$ cat config.mk
export PLATFORM = sky130hd
export DESIGN_NAME = dwcf_back
export DESIGN_NICKNAME = d
export VERILOG_FILES = /design/src/hdl/dwcf_pkg.sv /design/src/hdl/dwcf_back.sv
export SDC_FILE = /design/constraint.sdc
export NUM_CORES = 1
export LEC_CHECK = 0
export BUFFER_PORTS_ARGS = -buffer_cell sky130_fd_sc_hd__buf_2
export CAP_MARGIN = 10
export CELL_PAD_IN_SITES_DETAIL_PLACEMENT = 0
export CELL_PAD_IN_SITES_GLOBAL_PLACEMENT = 1
export CORE_UTILIZATION = 37
export CTS_CLUSTER_DIAMETER = 40
export CTS_CLUSTER_SIZE = 16
export DETAILED_ROUTE_END_ITERATION = 6
export PLACE_DENSITY = 0.81
export SETUP_SLACK_MARGIN = 0.4
export SYNTH_ARGS = -nofsm -noshare
export SYNTH_HDL_FRONTEND = slang
export SYNTH_SLANG_ARGS = --single-unit
$ cat constraint.sdc
create_clock -name clk -period 1.85 [get_ports clk]
set_input_delay 0.37 -clock clk [delete_from_list [all_inputs] [get_ports clk]]
set_output_delay 0.37 -clock clk [all_outputs]
set_load 0.005 [all_outputs]
$ cat src/hdl/dwcf_pkg.sv
// shared types, constants and frame helpers for the wheel command framer
package dwcf_pkg;

  // configuration port
  localparam int CFG_INDEX_W = 8;
  localparam int CFG_DATA_W  = 24;

  localparam logic [CFG_INDEX_W-1:0] CFG_WHEELBASE       = 8'd0;
  localparam logic [CFG_INDEX_W-1:0] CFG_SPEED_GAIN      = 8'd1;
  localparam logic [CFG_INDEX_W-1:0] CFG_MAX_WHEEL_SPEED = 8'd2;
  localparam logic [CFG_INDEX_W-1:0] CFG_MAX_RPM         = 8'd3;

  localparam logic [15:0] WHEELBASE_RESET       = 16'd2048;
  localparam logic [23:0] SPEED_GAIN_RESET      = 24'd65536;
  localparam logic [14:0] MAX_WHEEL_SPEED_RESET = 15'd8192;
  localparam logic [14:0] MAX_RPM_RESET         = 15'd3000;

  // depth of the queue between kinematics and framer
  localparam int QUEUE_DEPTH = 4;

  // frame layout
  localparam logic [3:0] LAST_INDEX  = 4'd9;
  localparam logic [7:0] FRAME_ADDR  = 8'h01;
  localparam logic [7:0] FRAME_CMD   = 8'h64;
  localparam logic [7:0] FRAME_MODE  = 8'h05;
  localparam logic [7:0] FRAME_PAD   = 8'h00;
  localparam logic [7:0] CRC_POLY    = 8'h8C;

  localparam logic [3:0] IDX_ADDR   = 4'd0;
  localparam logic [3:0] IDX_CMD    = 4'd1;
  localparam logic [3:0] IDX_RPM_HI = 4'd2;
  localparam logic [3:0] IDX_RPM_LO = 4'd3;
  localparam logic [3:0] IDX_MODE   = 4'd6;

  typedef struct packed {
    logic [15:0] wheelbase;
    logic [23:0] speed_gain;
    logic [14:0] max_wheel_speed;
    logic [14:0] max_rpm;
  } cfg_t;

  // one queued frame: side and signed motor speed
  typedef struct packed {
    logic        side;
    logic [15:0] rpm;
  } entry_t;

  // reflected crc-8 over one byte
  function automatic logic [7:0] crc8_byte(input logic [7:0] crc, input logic [7:0] d);
    logic [7:0] c;
    c = crc ^ d;
    for (int b = 0; b < 8; b++) begin
      c = c[0] ? ((c >> 1) ^ CRC_POLY) : (c >> 1);
    end
    return c;
  endfunction

  // frame bytes by index, crc byte excluded
  function automatic logic [7:0] frame_byte_at(input logic [3:0] idx, input logic [15:0] rpm);
    logic [7:0] b;
    case (idx)
      IDX_ADDR:   b = FRAME_ADDR;
      IDX_CMD:    b = FRAME_CMD;
      IDX_RPM_HI: b = rpm[15:8];
      IDX_RPM_LO: b = rpm[7:0];
      IDX_MODE:   b = FRAME_MODE;
      default:    b = FRAME_PAD;
    endcase
    return b;
  endfunction

endpackage

$ cat src/hdl/dwcf_back.sv
// frame serialiser with running crc and output register
module dwcf_back (
  input  logic             clk,
  input  logic             rst,
  input  dwcf_pkg::entry_t head,
  input  logic             empty,
  output logic             pop,
  output logic             out_valid,
  input  logic             out_stall,
  output logic             wheel_side,
  output logic [3:0]       byte_index,
  output logic [7:0]       frame_byte,
  output logic             last
);

  logic [3:0] idx;
  logic [7:0] crc;
  logic       emit;
  logic       at_end;
  logic [7:0] byte_now;

  assign emit     = !empty && (!out_valid || !out_stall);
  assign at_end   = (idx == dwcf_pkg::LAST_INDEX);
  assign byte_now = at_end ? crc : dwcf_pkg::frame_byte_at(idx, head.rpm);
  assign pop      = emit && at_end;

  // byte position and crc across the frame
  always_ff @(posedge clk) begin
    if (rst) begin
      idx <= '0;
      crc <= '0;
    end else if (emit) begin
      idx <= at_end ? '0 : idx + 1'b1;
      crc <= at_end ? '0 : dwcf_pkg::crc8_byte(crc, byte_now);
    end
  end

  // output beat register
  always_ff @(posedge clk) begin
    if (rst) begin
      out_valid <= 1'b0;
    end else if (emit) begin
      out_valid <= 1'b1;
    end else if (!out_stall) begin
      out_valid <= 1'b0;
    end
  end

  always_ff @(posedge clk) begin
    if (emit) begin
      wheel_side <= head.side;
      byte_index <= idx;
      frame_byte <= byte_now;
      last       <= head.side && at_end;
    end
  end

endmodule

==> results.py <==
metrics = {
    "grt": {
        "grt-ovfl-total": 0,
        "grt_max_degree": 17,
        "antenna_found_initial": 0,
        "grt_usage": 0.184,
        "grt_pass1_wl_um": 7270,
        "grt_pass1_vias": 1519,
    },
    "synth": {
        "synth_common_cells": "nor2_1 (18), edfxtp_1 (14), dfxtp_1 (13), nand2_1 (13), a21oi_1 (8)",
        "syn_avg_cell_area_um2": 10.0,
        "synth_fp_nets": 197,
        "synthesis.instances": 176,
        "synth.distinct_cells": 53,
        "yosysTopAreaCell": "edfxtp_1",
        "ys_ff_latch": 27,
        "synth_edf_count": 14,
        "ys_seq_area_frac": 0.387,
        "synthesis.area_um2": 1760,
        "synthMostInstantiatedCell": "nor2_1",
        "yosysWarnings": 0,
        "synthTopCellsByArea": "edfxtp_1 (24%), dfxtp_1 (15%), nor2_1 (3.8%)",
        "async_flop_share": 0,
        "synth_top_area_share": 0.239,
        "synth_flop_cell": "edfxtp_1",
    },
    "clock_network": {
        "h-tree-depth": 1,
        "path_clk_slew_ns": 0.11,
        "clock_latency_ns": 0.28,
        "clk_root_buffer_cell": "clkbuf_8",
        "numCtsBuffers": 3,
        "cts_buffer_depth": 2,
        "clock_sinks": 27,
        "tritoncts": "yes",
    },
    "power": {
        "ir_drop_mv": 0.512,
        "seq_power_share": 0.335,
        "p_sw_frac": 0.368,
        "p_int_mw": 1.61,
        "p_sw_mw": 0.939,
        "clockPowerShare": 0.139,
        "p_per_area_nw_per_um2": 948,
        "combPwrFrac": 0.525,
        "fin_total_pwr_mw": 2.55,
        "p_leak_nw": 1.16,
    },
    "sta": {
        "fin_tns_setup_ns": -0.734,
        "fmax_mhz": 509,
        "fin_crit_ns": 1.96,
        "post-route-worst-setup-slack_ns": -0.113,
        "maxSlewViolCount": 0,
        "rsz0062_at_grt": "yes",
        "fin_crit_sh": 1.06,
        "setup_viol": 10,
        "finalClockSkew_ns": 0.00962,
        "worstMarginPinSlew_ns": 0.400,
        "hold_ws_ns": 0.294,
        "slew_headroom": 0.732,
        "hold_viol_final": 0,
    },
    "placement": {
        "dp_hpwl_um": 3070,
        "dpl_worst_slack_ns": -0.0914,
        "routabilityCongestion": 0.804,
        "dpl_cell_area_um2": 2260,
        "place_inst": 289,
        "io_buffer_count": 36,
    },
    "layout": {
        "finalNonFillerCells": 317,
        "fin_nets": 287,
        "antennaDiodeCount": 0,
        "drive_above_1_share": 0.600,
        "final_core_util": 0.601,
        "area_growth_pct": 52.7,
        "fin_area_um2": 2690,
    },
    "worst_setup_path": {
        "crit_buf_inv": 1,
        "worst_path_max_delay_cell": "dfxtp_4",
        "path_max_fanout": 7,
        "worstPathArrival_ns": 2.14,
        "critPathLaunchType": "register",
        "required_ns": 2.02,
        "slowest_delay_ns": 0.39,
        "crit_type": "reg -> reg",
        "end_kind": "register",
        "critical-path-top-delay-family": "compound AO/OA/AOI/OAI gates",
        "path_cells": "buf_6 > nor4b_4 > nand2_2 > a21boi_2 > a22oi_2 > o211ai_2 > xor2_1 > a22o_1",
    },
    "status": {
        "violations": "design-rule violations, negative setup slack",
        "status": "finished with violations",
    },
    "floorplanning": {
        "die_x_um": 71.0,
        "ios": 37,
        "die_y_um": 71.0,
        "core.rowCount": 24,
        "initial_core_util": 0.393,
        "fp.coreArea_um2": 4470,
        "dieArea_um2": 5040,
    },
    "route": {
        "dr.pass1.iters": 7,
        "routed-via-count": 1625,
        "wirelength_um": 4620,
        "avgRoutedWirePerCell_um": 14.6,
        "drc": 3,
        "drt_iter0_markers": 80,
        "via_per_inst": 5.13,
        "ant_nets": 0,
    },
    "job": {
        "maxCapViolations": 0,
    },
    "hold_path": {
        "hold_path_class": "in -> reg",
    },
}
## power groups by stage
| stage | registers (mW) | clock network (mW) | logic (mW) |
|---|---|---|---|
| finish | 0.854 | 0.355 | 1.34 |
| global route | 0.872 | 0.390 | 1.46 |
| CTS | 0.852 | 0.366 | 1.22 |
| detailed placement | 0.864 | 0 | 1.09 |
| global placement | 0.862 | 0 | 1.09 |
| floorplan | 0.813 | 0 | 0.861 |
## path summary, 6_finish.rpt
path,slack (ns),startpoint,endpoint,depth (start not counted)
worst max-delay path,-0.11,idx[0],crc[2],8
worst max register to register,-0.11,idx[0],crc[2],8
worst min-delay path,0.29,head[16],wheel_side,1
worst min register to register,0.51,out_valid,out_valid,2
## worst register-to-register path, stage by stage, from the launching register on
cell	delay, ns
dfxtp_4	0.39
buf_6	0.12
nor4b_4	0.39
nand2_2	0.13
a21boi_2	0.17
a22oi_2	0.10
o211ai_2	0.27
xor2_1	0.10
a22o_1	0.18
## metal layers
metal  global-route usage  vias up  part of all wire
li1                     -      815                 -
met1                0.244      780              0.44
met2                0.326       28              0.52
met3               0.0199        2             0.029
met4               0.0400        0            0.0063
met5                    0        -                 0
## flip-flops by register name (all words and copies together), names as in the netlist
name,flops
frame_byte,8
wheel_side,1
crc,8
idx,4
last,1
byte_index,4
out_valid,1
## layout make-up
class	count	area, um2
inverter	4	17.5
tap	52	65.1
fill	372	1790
clock buffer	3	41.3
multi-input combinational	136	1200
timing repair buffer	94	664
clock inverter	1	7.51
sequential	27	696
## timing repair
action / 4_1_cts / 5_1_grt
endpoints found under the setup margin: 13 / 15
hold buffers: 0 / 0
resized for setup: 32 / 22
pin swaps: 23 / 16
setup buffers: 15 / 9
## layout by cell type (no fill, tap or decap), types with 4 or more instances in the layout
cell type  netlist  routed
a22o_1           5       5
xnor2_1          7       6
dfxtp_4          0       4
buf_6            5      13
buf_4            2      45
a21oi_1          8       4
buf_2            1      36
nand2_1         13      11
xor2_1           7       7
o21ai_2          0       5
nor2_1          18      15
dfxtp_1         13       9
edfxtp_1        14      14
o21ai_0          7       5
## kinds of logic (layout without fill, tap and decap cells)
kind of cell    after synthesis  after routing  synth area share
compound gates               48             48             0.203
xor+xnor                     17             17             0.104
buf+inv                      13            102            0.0540
flops                        27             27             0.387
mux                           6              6            0.0341
simple gates                 65             65             0.218
No activity file was read; power rests on OpenSTA's default activity.
