[config.mk]
export PLATFORM = sky130hd
export DESIGN_NAME = dwcf_queue
export DESIGN_NICKNAME = d
export VERILOG_FILES = /design/src/hdl/dwcf_pkg.sv /design/src/hdl/dwcf_queue.sv
export SDC_FILE = /design/constraint.sdc
export NUM_CORES = 1
export LEC_CHECK = 0
export BUFFER_PORTS_ARGS = -buffer_cell sky130_fd_sc_hd__buf_2
export CAP_MARGIN = 20
export CELL_PAD_IN_SITES_DETAIL_PLACEMENT = 1
export CELL_PAD_IN_SITES_GLOBAL_PLACEMENT = 1
export CORE_AREA = 10 10 89 91
export DETAILED_ROUTE_END_ITERATION = 8
export DIE_AREA = 0 0 99 101
export PLACE_DENSITY_LB_ADDON = 0.1
export SYNTH_ARGS = -nofsm -noshare
export SYNTH_HDL_FRONTEND = slang
export SYNTH_SLANG_ARGS = --single-unit
[constraint.sdc]
create_clock -name clk -period 1.7 [get_ports clk]
set_input_delay 0.34 -clock clk [delete_from_list [all_inputs] [get_ports clk]]
set_output_delay 0.34 -clock clk [all_outputs]
set_load 0.02 [all_outputs]
[src/hdl/dwcf_pkg.sv]
// shared types, constants and frame helpers for the wheel command framer
package dwcf_pkg;

  // configuration port
  localparam int CFG_INDEX_W = 8;
  localparam int CFG_DATA_W  = 24;

  localparam logic [CFG_INDEX_W-1:0] CFG_WHEELBASE       = 8'd0;
  localparam logic [CFG_INDEX_W-1:0] CFG_SPEED_GAIN      = 8'd1;
  localparam logic [CFG_INDEX_W-1:0] CFG_MAX_WHEEL_SPEED = 8'd2;
  localparam logic [CFG_INDEX_W-1:0] CFG_MAX_RPM         = 8'd3;

  localparam logic [15:0] WHEELBASE_RESET       = 16'd2048;
  localparam logic [23:0] SPEED_GAIN_RESET      = 24'd65536;
  localparam logic [14:0] MAX_WHEEL_SPEED_RESET = 15'd8192;
  localparam logic [14:0] MAX_RPM_RESET         = 15'd3000;

  // depth of the queue between kinematics and framer
  localparam int QUEUE_DEPTH = 4;

  // frame layout
  localparam logic [3:0] LAST_INDEX  = 4'd9;
  localparam logic [7:0] FRAME_ADDR  = 8'h01;
  localparam logic [7:0] FRAME_CMD   = 8'h64;
  localparam logic [7:0] FRAME_MODE  = 8'h05;
  localparam logic [7:0] FRAME_PAD   = 8'h00;
  localparam logic [7:0] CRC_POLY    = 8'h8C;

  localparam logic [3:0] IDX_ADDR   = 4'd0;
  localparam logic [3:0] IDX_CMD    = 4'd1;
  localparam logic [3:0] IDX_RPM_HI = 4'd2;
  localparam logic [3:0] IDX_RPM_LO = 4'd3;
  localparam logic [3:0] IDX_MODE   = 4'd6;

  typedef struct packed {
    logic [15:0] wheelbase;
    logic [23:0] speed_gain;
    logic [14:0] max_wheel_speed;
    logic [14:0] max_rpm;
  } cfg_t;

  // one queued frame: side and signed motor speed
  typedef struct packed {
    logic        side;
    logic [15:0] rpm;
  } entry_t;

  // reflected crc-8 over one byte
  function automatic logic [7:0] crc8_byte(input logic [7:0] crc, input logic [7:0] d);
    logic [7:0] c;
    c = crc ^ d;
    for (int b = 0; b < 8; b++) begin
      c = c[0] ? ((c >> 1) ^ CRC_POLY) : (c >> 1);
    end
    return c;
  endfunction

  // frame bytes by index, crc byte excluded
  function automatic logic [7:0] frame_byte_at(input logic [3:0] idx, input logic [15:0] rpm);
    logic [7:0] b;
    case (idx)
      IDX_ADDR:   b = FRAME_ADDR;
      IDX_CMD:    b = FRAME_CMD;
      IDX_RPM_HI: b = rpm[15:8];
      IDX_RPM_LO: b = rpm[7:0];
      IDX_MODE:   b = FRAME_MODE;
      default:    b = FRAME_PAD;
    endcase
    return b;
  endfunction

endpackage

[src/hdl/dwcf_queue.sv]
// short queue of wheel speeds between kinematics and framer
module dwcf_queue #(
  parameter int DEPTH = dwcf_pkg::QUEUE_DEPTH
) (
  input  logic             clk,
  input  logic             rst,
  input  logic             push,
  input  dwcf_pkg::entry_t push_entry,
  input  logic             pop,
  output dwcf_pkg::entry_t head,
  output logic             empty
);

  localparam int PTR_W = $clog2(DEPTH);
  localparam int CNT_W = $clog2(DEPTH + 1);

  dwcf_pkg::entry_t entries [DEPTH];
  logic [PTR_W-1:0] wr_ptr;
  logic [PTR_W-1:0] rd_ptr;
  logic [CNT_W-1:0] count;

  // entry storage
  always_ff @(posedge clk) begin
    if (push) begin
      entries[wr_ptr] <= push_entry;
    end
  end

  // pointers and fill count
  always_ff @(posedge clk) begin
    if (rst) begin
      wr_ptr <= '0;
      rd_ptr <= '0;
      count  <= '0;
    end else begin
      if (push) begin
        wr_ptr <= (wr_ptr == PTR_W'(DEPTH - 1)) ? '0 : wr_ptr + 1'b1;
      end
      if (pop) begin
        rd_ptr <= (rd_ptr == PTR_W'(DEPTH - 1)) ? '0 : rd_ptr + 1'b1;
      end
      count <= count + CNT_W'(push) - CNT_W'(pop);
    end
  end

  assign head  = entries[rd_ptr];
  assign empty = (count == '0);

endmodule

==> impl_metrics.env <==
export IMPL_clockBufferDepth=2
export IMPL_hold_viol=0
export IMPL_crit_path_start_kind="flop"
export IMPL_timing_rr_end="count[2]$_SDFF_PP0_"
export IMPL_ys_seq_area_share_pct=75.8
export IMPL_slowest_delay_ns=0.53
export IMPL_fmax_mhz=528
export IMPL_worst_path_max_fanout=6
export IMPL_clock_sinks=77
export IMPL_max_cap_violations=0
export IMPL_slew_viol_final=0
export IMPL_fp_coreArea_um2=6200
export IMPL_vias=1387
export IMPL_avgSynthCellArea_um2=22.6
export IMPL_wirelength_um=5500
export IMPL_pwr_share_comb_pct=13.5
export IMPL_clock_skew_ns=0.00474
export IMPL_place_inst=251
export IMPL_met1_usage_pct=12.8
export IMPL_num_rows=29
export IMPL_wl_per_cell_um=20.6
export IMPL_die_y_um=101
export IMPL_grt_setup_unrepaired="yes"
export IMPL_hp_class="primary input to flop"
export IMPL_ys_warn_count=0
export IMPL_rrSetupSlack_ns=0.11
export IMPL_path_cells="buf_8 > mux4_2 > buf_6"
export IMPL_min_period_over_period_pct=111
export IMPL_synth_nets=159
export IMPL_layout_drive_gt1_share_pct=43.2
export IMPL_dieArea_um2=10000
export IMPL_status="finished with violations"
export IMPL_total_power_mw=4.25
export IMPL_antenna_found_initial=0
export IMPL_dr_pass1_iters=3
export IMPL_p_clk_share_pct=34.6
export IMPL_grt_overflow=0
export IMPL_cts_max_level=3
export IMPL_hpwlAfterDp_um=3650
export IMPL_violations="negative setup slack"
export IMPL_use_met3_pct=5.21
export IMPL_grt_max_degree=18
export IMPL_r2r_cells=8
export IMPL_numCtsBuffers=9
export IMPL_power_switching_mw=0.972
export IMPL_nets=214
export IMPL_slowest_stage="mux4_2"
export IMPL_clk_insertion_delay_late_ns=0.35
export IMPL_path_class="flop to primary output"
export IMPL_vias_per_cell=5.19
export IMPL_p_leak_nw=1.28
export IMPL_worstMarginPinSlew_ns=0.277
export IMPL_netlist_area_um2=2930
export IMPL_endpoint_kind="primary output"
export IMPL_final_cell_count_no_fill=267
export IMPL_met2_usage_pct=18.4
export IMPL_ant_nets=0
export IMPL_start_util_pct=47.3
export IMPL_fin_tns_setup_ns=-2.86
export IMPL_period_needed_ns=1.89
export IMPL_grt_pass1_vias=1549
export IMPL_routabilityCongestion=0.668
export IMPL_final_util_pct=57.5
export IMPL_tritoncts="built"
export IMPL_die_w_um=99
export IMPL_grt_pass1_wl_um=8480
export IMPL_synth_cell_types=19
export IMPL_cts_root_buf="clkbuf_8"
export IMPL_holdBufCountCts=0
export IMPL_cp_endpoint="head[10]"
export IMPL_drc=0
export IMPL_io_buffer_count=38
export IMPL_p_seq_share_pct=51.8
export IMPL_synthCells=130
export IMPL_critPathRequiredTime_ns=1.36
export IMPL_place_area_um2=3250
export IMPL_post_cts_buffers=0
export IMPL_power_switching_share_pct=22.9
export IMPL_clk_pin_slew_ns=0.08
export IMPL_arrival_ns=1.55
export IMPL_r2r_start="count[0]$_SDFF_PP0_"
export IMPL_grtUsageTotal_pct=11.4
export IMPL_num_antenna_cells=0
export IMPL_worst_slack_ns=-0.195
export IMPL_area_growth_pct=21.7
export IMPL_p_int_mw=3.27
export IMPL_gr_max_usage_layer="met2"
export IMPL_cts_resized=48
export IMPL_place_ws_ns=-0.00386
export IMPL_power_density_nw_per_um2=1190
export IMPL_slew_headroom_pct=81.5
export IMPL_ys_ff_latch=77
export IMPL_drt_iter0_drc=59
export IMPL_stdcell_area_um2=3570
export IMPL_io_pin_count=39
export IMPL_setup_viol=17
export IMPL_fin_hold_ws_ns=0.203
export IMPL_ir_drop_mv=0.721
[cell usage in the layout (no fill, tap or decap)]
master      instances
nor2_1              4
clkinvlp_4          1
buf_4               7
clkbuf_8            9
edfxtp_1           68
and2_1              4
mux2i_1             2
buf_6              18
clkinv_2            1
nor2b_1             1
bufinv_16           2
inv_1               5
inv_6               1
mux4_2             17
dfxtp_1             8
fa_1                1
dfxtp_4             1
buf_8               2
or3b_2              2
buf_2              21
nand2b_1            2
clkinv_1            2
nor3_1              1
ha_1                7
xnor3_1             1
a21oi_1             2
[how the worst min path moves through the flow]
stage / slack, ns / from / to / depth (start not counted)
after floorplan: 0.41 / rst / count[1]$_SDFF_PP0_ / 1
after global placement: 0.50 / wr_ptr[0]$_SDFFE_PP0P_ / wr_ptr[0]$_SDFFE_PP0P_ / 2
after detailed placement: 0.53 / rd_ptr[0]$_SDFFE_PP0P_ / rd_ptr[0]$_SDFFE_PP0P_ / 2
after CTS: 0.19 / push_entry[2] / entries[2][2]$_DFFE_PP_ / 1
after global routing: 0.19 / push_entry[2] / entries[2][2]$_DFFE_PP_ / 1
final: 0.20 / push_entry[16] / entries[3][16]$_DFFE_PP_ / 1
[flip-flops by register name, indices dropped and copies added (netlist names), named ones only]
signal and flops:
rd_ptr 2, wr_ptr 2, entries 68, count 3
[cells by family (layout without fill, tap and decap cells)]
group	Yosys count	after routing	share of synthesized area, %
simple gates	14	14	2.77
xor+xnor	1	1	0.768
compound gates	2	2	0.341
fa+ha+maj	8	8	3.67
mux	19	19	14.6
buf+inv	9	69	2.05
flops	77	77	75.8
[power by group through the flow]
stage          sequential, mW  combinational, mW  clock [mW]
2_1_floorplan            2.23              0.330           0
5_1_grt                  2.21              0.628        1.60
4_1_cts                  2.20              0.590        1.51
3_5_place_dp             2.24              0.505           0
6_report                 2.20              0.575        1.47
3_3_place_gp             2.23              0.478           0
[per-layer routing]
layer / vias to the layer above / part of all wire, %
li1: 631 / -
met3: 7 / 5.7
met1: 717 / 42
met2: 32 / 51
met4: 0 / 1.3
met5: - / 0
[final cells by class]
cell class / count / area [um2]
clock buffer: 9 / 124
fill: 542 / 2640
inverter: 5 / 18.8
multi-input combinational: 44 / 624
sequential: 77 / 2230
timing repair buffer: 48 / 390
clock inverter: 7 / 88.8
tap: 77 / 96.3
[critical path, delay by kind of cell (launching register included)]
family                 cells  cell delay, ns
buffers and inverters      2            0.29
DFF                        1            0.38
muxes                      1            0.53
[synth_stat cells, drive strengths merged]
cell    number  area (um2)
buf          4        41.3
or3b         2        17.5
edfxtp      68        2040
xnor3        1        22.5
nor3         1        5.00
fa           1        20.0
mux4        17         409
nor2         4        15.0
inv          5        18.8
dfxtp        9         180
ha           7        87.6
nor2b        1        6.26
mux2i        2        20.0
a21oi        2        10.0
and2         4        25.0
nand2b       2        12.5
Note: power is estimated with default switching activity, not from simulation.
