**src/hdl/dwcf_pkg.sv**
```systemverilog
// shared types, constants and frame helpers for the wheel command framer
package dwcf_pkg;

  // configuration port
  localparam int CFG_INDEX_W = 8;
  localparam int CFG_DATA_W  = 24;

  localparam logic [CFG_INDEX_W-1:0] CFG_WHEELBASE       = 8'd0;
  localparam logic [CFG_INDEX_W-1:0] CFG_SPEED_GAIN      = 8'd1;
  localparam logic [CFG_INDEX_W-1:0] CFG_MAX_WHEEL_SPEED = 8'd2;
  localparam logic [CFG_INDEX_W-1:0] CFG_MAX_RPM         = 8'd3;

  localparam logic [15:0] WHEELBASE_RESET       = 16'd2048;
  localparam logic [23:0] SPEED_GAIN_RESET      = 24'd65536;
  localparam logic [14:0] MAX_WHEEL_SPEED_RESET = 15'd8192;
  localparam logic [14:0] MAX_RPM_RESET         = 15'd3000;

  // depth of the queue between kinematics and framer
  localparam int QUEUE_DEPTH = 4;

  // frame layout
  localparam logic [3:0] LAST_INDEX  = 4'd9;
  localparam logic [7:0] FRAME_ADDR  = 8'h01;
  localparam logic [7:0] FRAME_CMD   = 8'h64;
  localparam logic [7:0] FRAME_MODE  = 8'h05;
  localparam logic [7:0] FRAME_PAD   = 8'h00;
  localparam logic [7:0] CRC_POLY    = 8'h8C;

  localparam logic [3:0] IDX_ADDR   = 4'd0;
  localparam logic [3:0] IDX_CMD    = 4'd1;
  localparam logic [3:0] IDX_RPM_HI = 4'd2;
  localparam logic [3:0] IDX_RPM_LO = 4'd3;
  localparam logic [3:0] IDX_MODE   = 4'd6;

  typedef struct packed {
    logic [15:0] wheelbase;
    logic [23:0] speed_gain;
    logic [14:0] max_wheel_speed;
    logic [14:0] max_rpm;
  } cfg_t;

  // one queued frame: side and signed motor speed
  typedef struct packed {
    logic        side;
    logic [15:0] rpm;
  } entry_t;

  // reflected crc-8 over one byte
  function automatic logic [7:0] crc8_byte(input logic [7:0] crc, input logic [7:0] d);
    logic [7:0] c;
    c = crc ^ d;
    for (int b = 0; b < 8; b++) begin
      c = c[0] ? ((c >> 1) ^ CRC_POLY) : (c >> 1);
    end
    return c;
  endfunction

  // frame bytes by index, crc byte excluded
  function automatic logic [7:0] frame_byte_at(input logic [3:0] idx, input logic [15:0] rpm);
    logic [7:0] b;
    case (idx)
      IDX_ADDR:   b = FRAME_ADDR;
      IDX_CMD:    b = FRAME_CMD;
      IDX_RPM_HI: b = rpm[15:8];
      IDX_RPM_LO: b = rpm[7:0];
      IDX_MODE:   b = FRAME_MODE;
      default:    b = FRAME_PAD;
    endcase
    return b;
  endfunction

endpackage

```
**src/hdl/dwcf_front.sv**
```systemverilog
// command intake, inverse kinematics, limiting and speed scaling
module dwcf_front #(
  parameter int DEPTH = dwcf_pkg::QUEUE_DEPTH
) (
  input  logic                 clk,
  input  logic                 rst,
  input  logic                 in_valid,
  output logic                 in_stall,
  input  logic [15:0]          fwd_speed,
  input  logic [15:0]          yaw_rate,
  input  dwcf_pkg::cfg_t       cfg,
  input  logic                 pop,
  output logic                 push,
  output dwcf_pkg::entry_t     push_entry
);

  localparam int OCC_W = $clog2(DEPTH + 1);
  localparam int SW    = 35;
  localparam logic [52:0] ROUND_HALF = 53'(1) << 40;

  // command register
  logic               s0_valid;
  logic               s0_side;
  logic signed [28:0] lin_sh;
  logic signed [32:0] turn;

  // credit count: queue entries plus wheels in flight
  logic [OCC_W-1:0] occ;

  logic issue;
  logic accept;

  // limit stage
  logic        s1_valid;
  logic        s1_side;
  logic        s1_neg;
  logic        s1_satn;
  logic        s1_satp;
  logic [27:0] s1_mag;

  // gain stage
  logic        s2_valid;
  logic        s2_side;
  logic        s2_neg;
  logic        s2_satn;
  logic        s2_satp;
  logic [51:0] s2_prod;

  logic signed [SW-1:0] s_sum;
  logic signed [SW-1:0] s_wheel;
  logic signed [SW-1:0] lim;
  logic [SW-1:0]        s_abs;
  logic [52:0]          rnd;
  logic [15:0]          r16;
  logic [15:0]          rpm_max;

  assign issue    = s0_valid && (occ < OCC_W'(DEPTH));
  assign in_stall = s0_valid && !(issue && s0_side);
  assign accept   = in_valid && !in_stall;

  // command register and side sequencing
  always_ff @(posedge clk) begin
    if (rst) begin
      s0_valid <= 1'b0;
      s0_side  <= 1'b0;
    end else if (accept) begin
      s0_valid <= 1'b1;
      s0_side  <= 1'b0;
    end else if (issue) begin
      if (s0_side) begin
        s0_valid <= 1'b0;
      end else begin
        s0_side <= 1'b1;
      end
    end
  end

  always_ff @(posedge clk) begin
    if (accept) begin
      lin_sh <= $signed({fwd_speed, 13'b0});
      turn   <= $signed(yaw_rate) * $signed({1'b0, cfg.wheelbase});
    end
  end

  // wheel speed for the side being issued, compared against the limit
  always_comb begin
    s_sum   = 35'(lin_sh) + 35'(turn);
    s_wheel = s0_side ? -s_sum : (35'(lin_sh) - 35'(turn));
    lim     = $signed({7'b0, cfg.max_wheel_speed, 13'b0});
    s_abs   = s_wheel[SW-1] ? 35'(-s_wheel) : 35'(s_wheel);
  end

  always_ff @(posedge clk) begin
    if (rst) begin
      s1_valid <= 1'b0;
      s2_valid <= 1'b0;
    end else begin
      s1_valid <= issue;
      s2_valid <= s1_valid;
    end
  end

  always_ff @(posedge clk) begin
    s1_side <= s0_side;
    s1_neg  <= s_wheel[SW-1];
    s1_satn <= (s_wheel <= -lim);
    s1_satp <= (s_wheel >= lim);
    s1_mag  <= s_abs[27:0];
  end

  // gain multiply
  always_ff @(posedge clk) begin
    s2_side <= s1_side;
    s2_neg  <= s1_neg;
    s2_satn <= s1_satn;
    s2_satp <= s1_satp;
    s2_prod <= 52'(s1_mag) * 52'(cfg.speed_gain);
  end

  // round half away from zero, apply sign or saturation
  always_comb begin
    rnd     = 53'(s2_prod) + ROUND_HALF;
    r16     = 16'(rnd[52:41]);
    rpm_max = {1'b0, cfg.max_rpm};
    push_entry.side = s2_side;
    if (s2_satn) begin
      push_entry.rpm = -rpm_max;
    end else if (s2_satp) begin
      push_entry.rpm = rpm_max;
    end else if (s2_neg) begin
      push_entry.rpm = -r16;
    end else begin
      push_entry.rpm = r16;
    end
  end

  assign push = s2_valid;

  always_ff @(posedge clk) begin
    if (rst) begin
      occ <= '0;
    end else begin
      occ <= occ + OCC_W'(issue) - OCC_W'(pop);
    end
  end

endmodule

```
**config.mk**
```make
export PLATFORM = sky130hd
export DESIGN_NAME = dwcf_front
export DESIGN_NICKNAME = d
export VERILOG_FILES = /design/src/hdl/dwcf_pkg.sv /design/src/hdl/dwcf_front.sv
export SDC_FILE = /design/constraint.sdc
export NUM_CORES = 2
export LEC_CHECK = 0
export BUFFER_PORTS_ARGS = -buffer_cell sky130_fd_sc_hd__buf_4
export CAP_MARGIN = 25
export CORE_MARGIN = 5
export CORE_UTILIZATION = 42
export CTS_CLUSTER_DIAMETER = 200
export DETAILED_ROUTE_END_ITERATION = 8
export PLACE_DENSITY_LB_ADDON = 0.1
export SETUP_SLACK_MARGIN = 0.1
export SLEW_MARGIN = 30
export SYNTH_ARGS = -nofsm -noshare
export SYNTH_HDL_FRONTEND = slang
export SYNTH_SLANG_ARGS = --single-unit
```
**constraint.sdc**
```tcl
create_clock -name clk -period 9.17 [get_ports clk]
set_input_delay 0.917 -clock clk [delete_from_list [all_inputs] [get_ports clk]]
set_output_delay 0.917 -clock clk [all_outputs]
set_load 0.005 [all_outputs]
```
==> run_results.csv <==
group,metric,value,unit
run_status,outcome,"finished, final reports clean",
yosys,mappedNetlistArea,38700,µm²
routing,drt-pass1-iter-count,5,
yosys,synth_top_area_share,39.5,%
floorplanning,floorplan.die.width,314,µm
critical_path,timing.critical_path.fanout_max,13,
flow_run,max_cap_violations,0,
yosys,synth-edff-count,49,
timing,finalSetupViolations,0,
timing,skew,0.0169,ns
yosys,netlist_top_cells_area,"sky130_fd_sc_hd__fa_1, sky130_fd_sc_hd__ha_1, sky130_fd_sc_hd__inv_1",
timing,finalMaxSlewViolations,0,
clocking,clk_path_buf_depth,2,
critical_path,cp.arrival,8.01,ns
floorplanning,io-pin-count,125,
floorplanning,chipHeight,314,µm
timing,max_freq,130,MHz
yosys,async_flop_share,0,%
global_route,grt_util_all_layers,22.7,%
global_route,vias_in_the_first_global_route,31251,
critical_path,worst-endpoint-required,9.46,ns
clocking,post_cts_hold_buffer_count,0,
place,detailedPlacementHpwl,87.5,mm
clocking,clock-sinks,104,
floorplanning,fp-row-count,111,
timing,max_slew_margin,32.0,%
critical_path,crit_path_start_kind,"flip-flop",
routing,routed-via-count,28651,
routing,post_drt_wl_per_cell,19.4,µm
routing,number_of_routed_nets_with_antenna_violations,0,
clocking,clk_root_buffer_cell,"sky130_fd_sc_hd__clkbuf_16",
clocking,path_clk_slew,0.08,ns
critical_path,crit_type,"reg2reg",
timing,layout_worst_path_cycle_share,84.1,%
yosys,post_synthesis_cells,4432,
worst_hold_path,hold_path.class,"reg2reg",
critical_path,worst_setup_path_end_kind,"flip-flop",
global_route,wire_length_of_the_first_global_routing_pass,176,mm
finish,fin_nets,5725,
yosys,syn_nets,5726,
finish,drive_above_1_share,4.71,%
floorplanning,dieArea,98300,µm²
routing,drc,0,
clocking,cts_repair_resize_count,0,
timing,setup_repair_after_global_routing_missed_its_margin,"no",
yosys,most_instantiated_cells_after_synthesis,"sky130_fd_sc_hd__inv_1, sky130_fd_sc_hd__fa_1, sky130_fd_sc_hd__nand2_1",
global_route,number_of_antenna_violations_at_the_first_check_in_global_routing,3,
timing,min_period,7.72,ns
floorplanning,core-area,91500,µm²
yosys,flip_flop_and_latch_count_after_synthesis,104,
timing,setup_total_negative_slack,0,ns
timing,worst-slew-pin-transition,1.02,ns
routing,detailed_route_iter0_violations,1340,
yosys,post_synth_num_cell_types,76,
yosys,synth.yosys.warnings,0,
clocking,tritoncts_buffers,9,
floorplanning,floorplan.initialDensity,42.3,%
routing,avgViaCountPerCell,5.09,
clocking,post-cts-setup-buffers,0,
yosys,synth_top_area_cell,"sky130_fd_sc_hd__fa_1",
global_route,grt_max_degree,51,
yosys,yosysSeqAreaShare,6.65,%
finish,area_delta_synth_final,6.11,%
place,place.gp.congestion,0.848,
yosys,yosysMostFrequentCell,"sky130_fd_sc_hd__inv_1",
routing,routed_wl,109,mm
clocking,cts_max_level,3,
timing,report.final.hold_viol_count,0,
clocking,cts_tree,"built",
yosys,post_synth.cell_area_avg,8.73,µm²
global_route,grt.overflow.total,0,
yosys,synth-main-ff-cell,"sky130_fd_sc_hd__dfxtp_1",
place,place.port_buffers,124,
clocking,clock_latency_late_sink,0.37,ns
-- sequential cells by signal, indices dropped and copies added, names as in the netlist --
register  count
s0_valid      1
occ           3
s2_satn       1
s1_neg        1
s2_prod      12
s1_mag       28
push          1
s1_satn       1
s2_side       1
s0_side       1
s2_satp       1
lin_sh       16
s2_neg        1
s1_satp       1
turn         33
s1_valid      1
s1_side       1
-- metrics by stage --
step	instance area, µm²	util [%]	instances	worst slack (ns)	hold WS [ns]
global placement	40800	44.5	5606	1.14	0.314
floorplan	38700	-	4432	1.75	0.310
detailed placement	40800	44.5	5606	1.08	0.318
CTS	41100	44.9	5622	1.41	0.339
global route	41100	44.9	5623	0.901	0.347
finish	41100	44.9	5624	1.45	0.333
-- layout make-up --
| type | count | area [µm²] |
|---|---|---|
| fillers | 9203 | 50500 |
| multi-input cells | 3133 | 31600 |
| inverters | 1018 | 3820 |
| flip-flops and latches | 104 | 2580 |
| well taps | 1186 | 1480 |
| repair buffers | 165 | 1240 |
| clock buffers | 10 | 250 |
| clock inverters | 6 | 40.0 |
| diodes | 2 | 5.00 |
-- cell families after synthesis --
family | synth area share [%]
AOI/OAI and AO/OA | 7.26
xor gates and xnor gates | 3.35
adders and majority gates | 53.2
buffers and inverters | 11.6
DFF | 6.65
muxes | 0.233
and+or+nand+nor | 17.7
-- worst paths after layout --
kind,startpoint,end,slack [ns],cells past startpoint
max reg2reg,s1_mag[16],s2_prod[41],1.45,22
min reg2reg,s1_side,s2_side,0.33,0
max,s1_mag[16],s2_prod[41],1.45,22
min,s1_side,s2_side,0.33,0
-- worst max-delay path, stage by stage, from the launching register on --
cell and delay [ns]:
sky130_fd_sc_hd__dfxtp_1 0.89, sky130_fd_sc_hd__buf_4 0.38, sky130_fd_sc_hd__and2_1 0.18, sky130_fd_sc_hd__fa_1 0.43, sky130_fd_sc_hd__fa_1 0.51, sky130_fd_sc_hd__inv_1 0.07
sky130_fd_sc_hd__fa_1 0.50, sky130_fd_sc_hd__fa_1 0.51, sky130_fd_sc_hd__inv_1 0.05, sky130_fd_sc_hd__fa_1 0.46, sky130_fd_sc_hd__fa_1 0.55, sky130_fd_sc_hd__inv_1 0.05
sky130_fd_sc_hd__fa_1 0.52, sky130_fd_sc_hd__inv_1 0.04, sky130_fd_sc_hd__ha_1 0.29, sky130_fd_sc_hd__a2111oi_0 0.37, sky130_fd_sc_hd__o21ai_0 0.17, sky130_fd_sc_hd__a22o_1 0.36
sky130_fd_sc_hd__a2111oi_0 0.56, sky130_fd_sc_hd__o21bai_1 0.16, sky130_fd_sc_hd__a41o_1 0.28, sky130_fd_sc_hd__nor4b_1 0.14, sky130_fd_sc_hd__nor3_1 0.16
-- placed cells by master, fill, tap and decap left out, drive strengths merged, types with 21 or more instances in the layout --
cell type,n
nand4,23
nand3,56
nand2b,27
o21ai,78
ha,424
nor2,106
a21o,41
a21oi,110
o211ai,21
and2,446
o21bai,23
nor2b,30
nand2,560
xor2,35
inv,1020
nor3,48
xnor2,113
buf,165
edfxtp,49
fa,764
dfxtp,55
-- per-layer routing --
metal	part of all wire (%)	track usage (%)	up-vias	wire (µm)
li1	-	-	13475	-
met4	3.0	6.17	0	3220
met3	3.9	2.81	150	4280
met2	50	39.9	527	54100
met1	44	29.8	14499	47500
met5	0	0	-	0
Power is left out: the tool's default activity adds up to more than one toggle a clock period on the data nets, which glitch-free logic cannot reach.
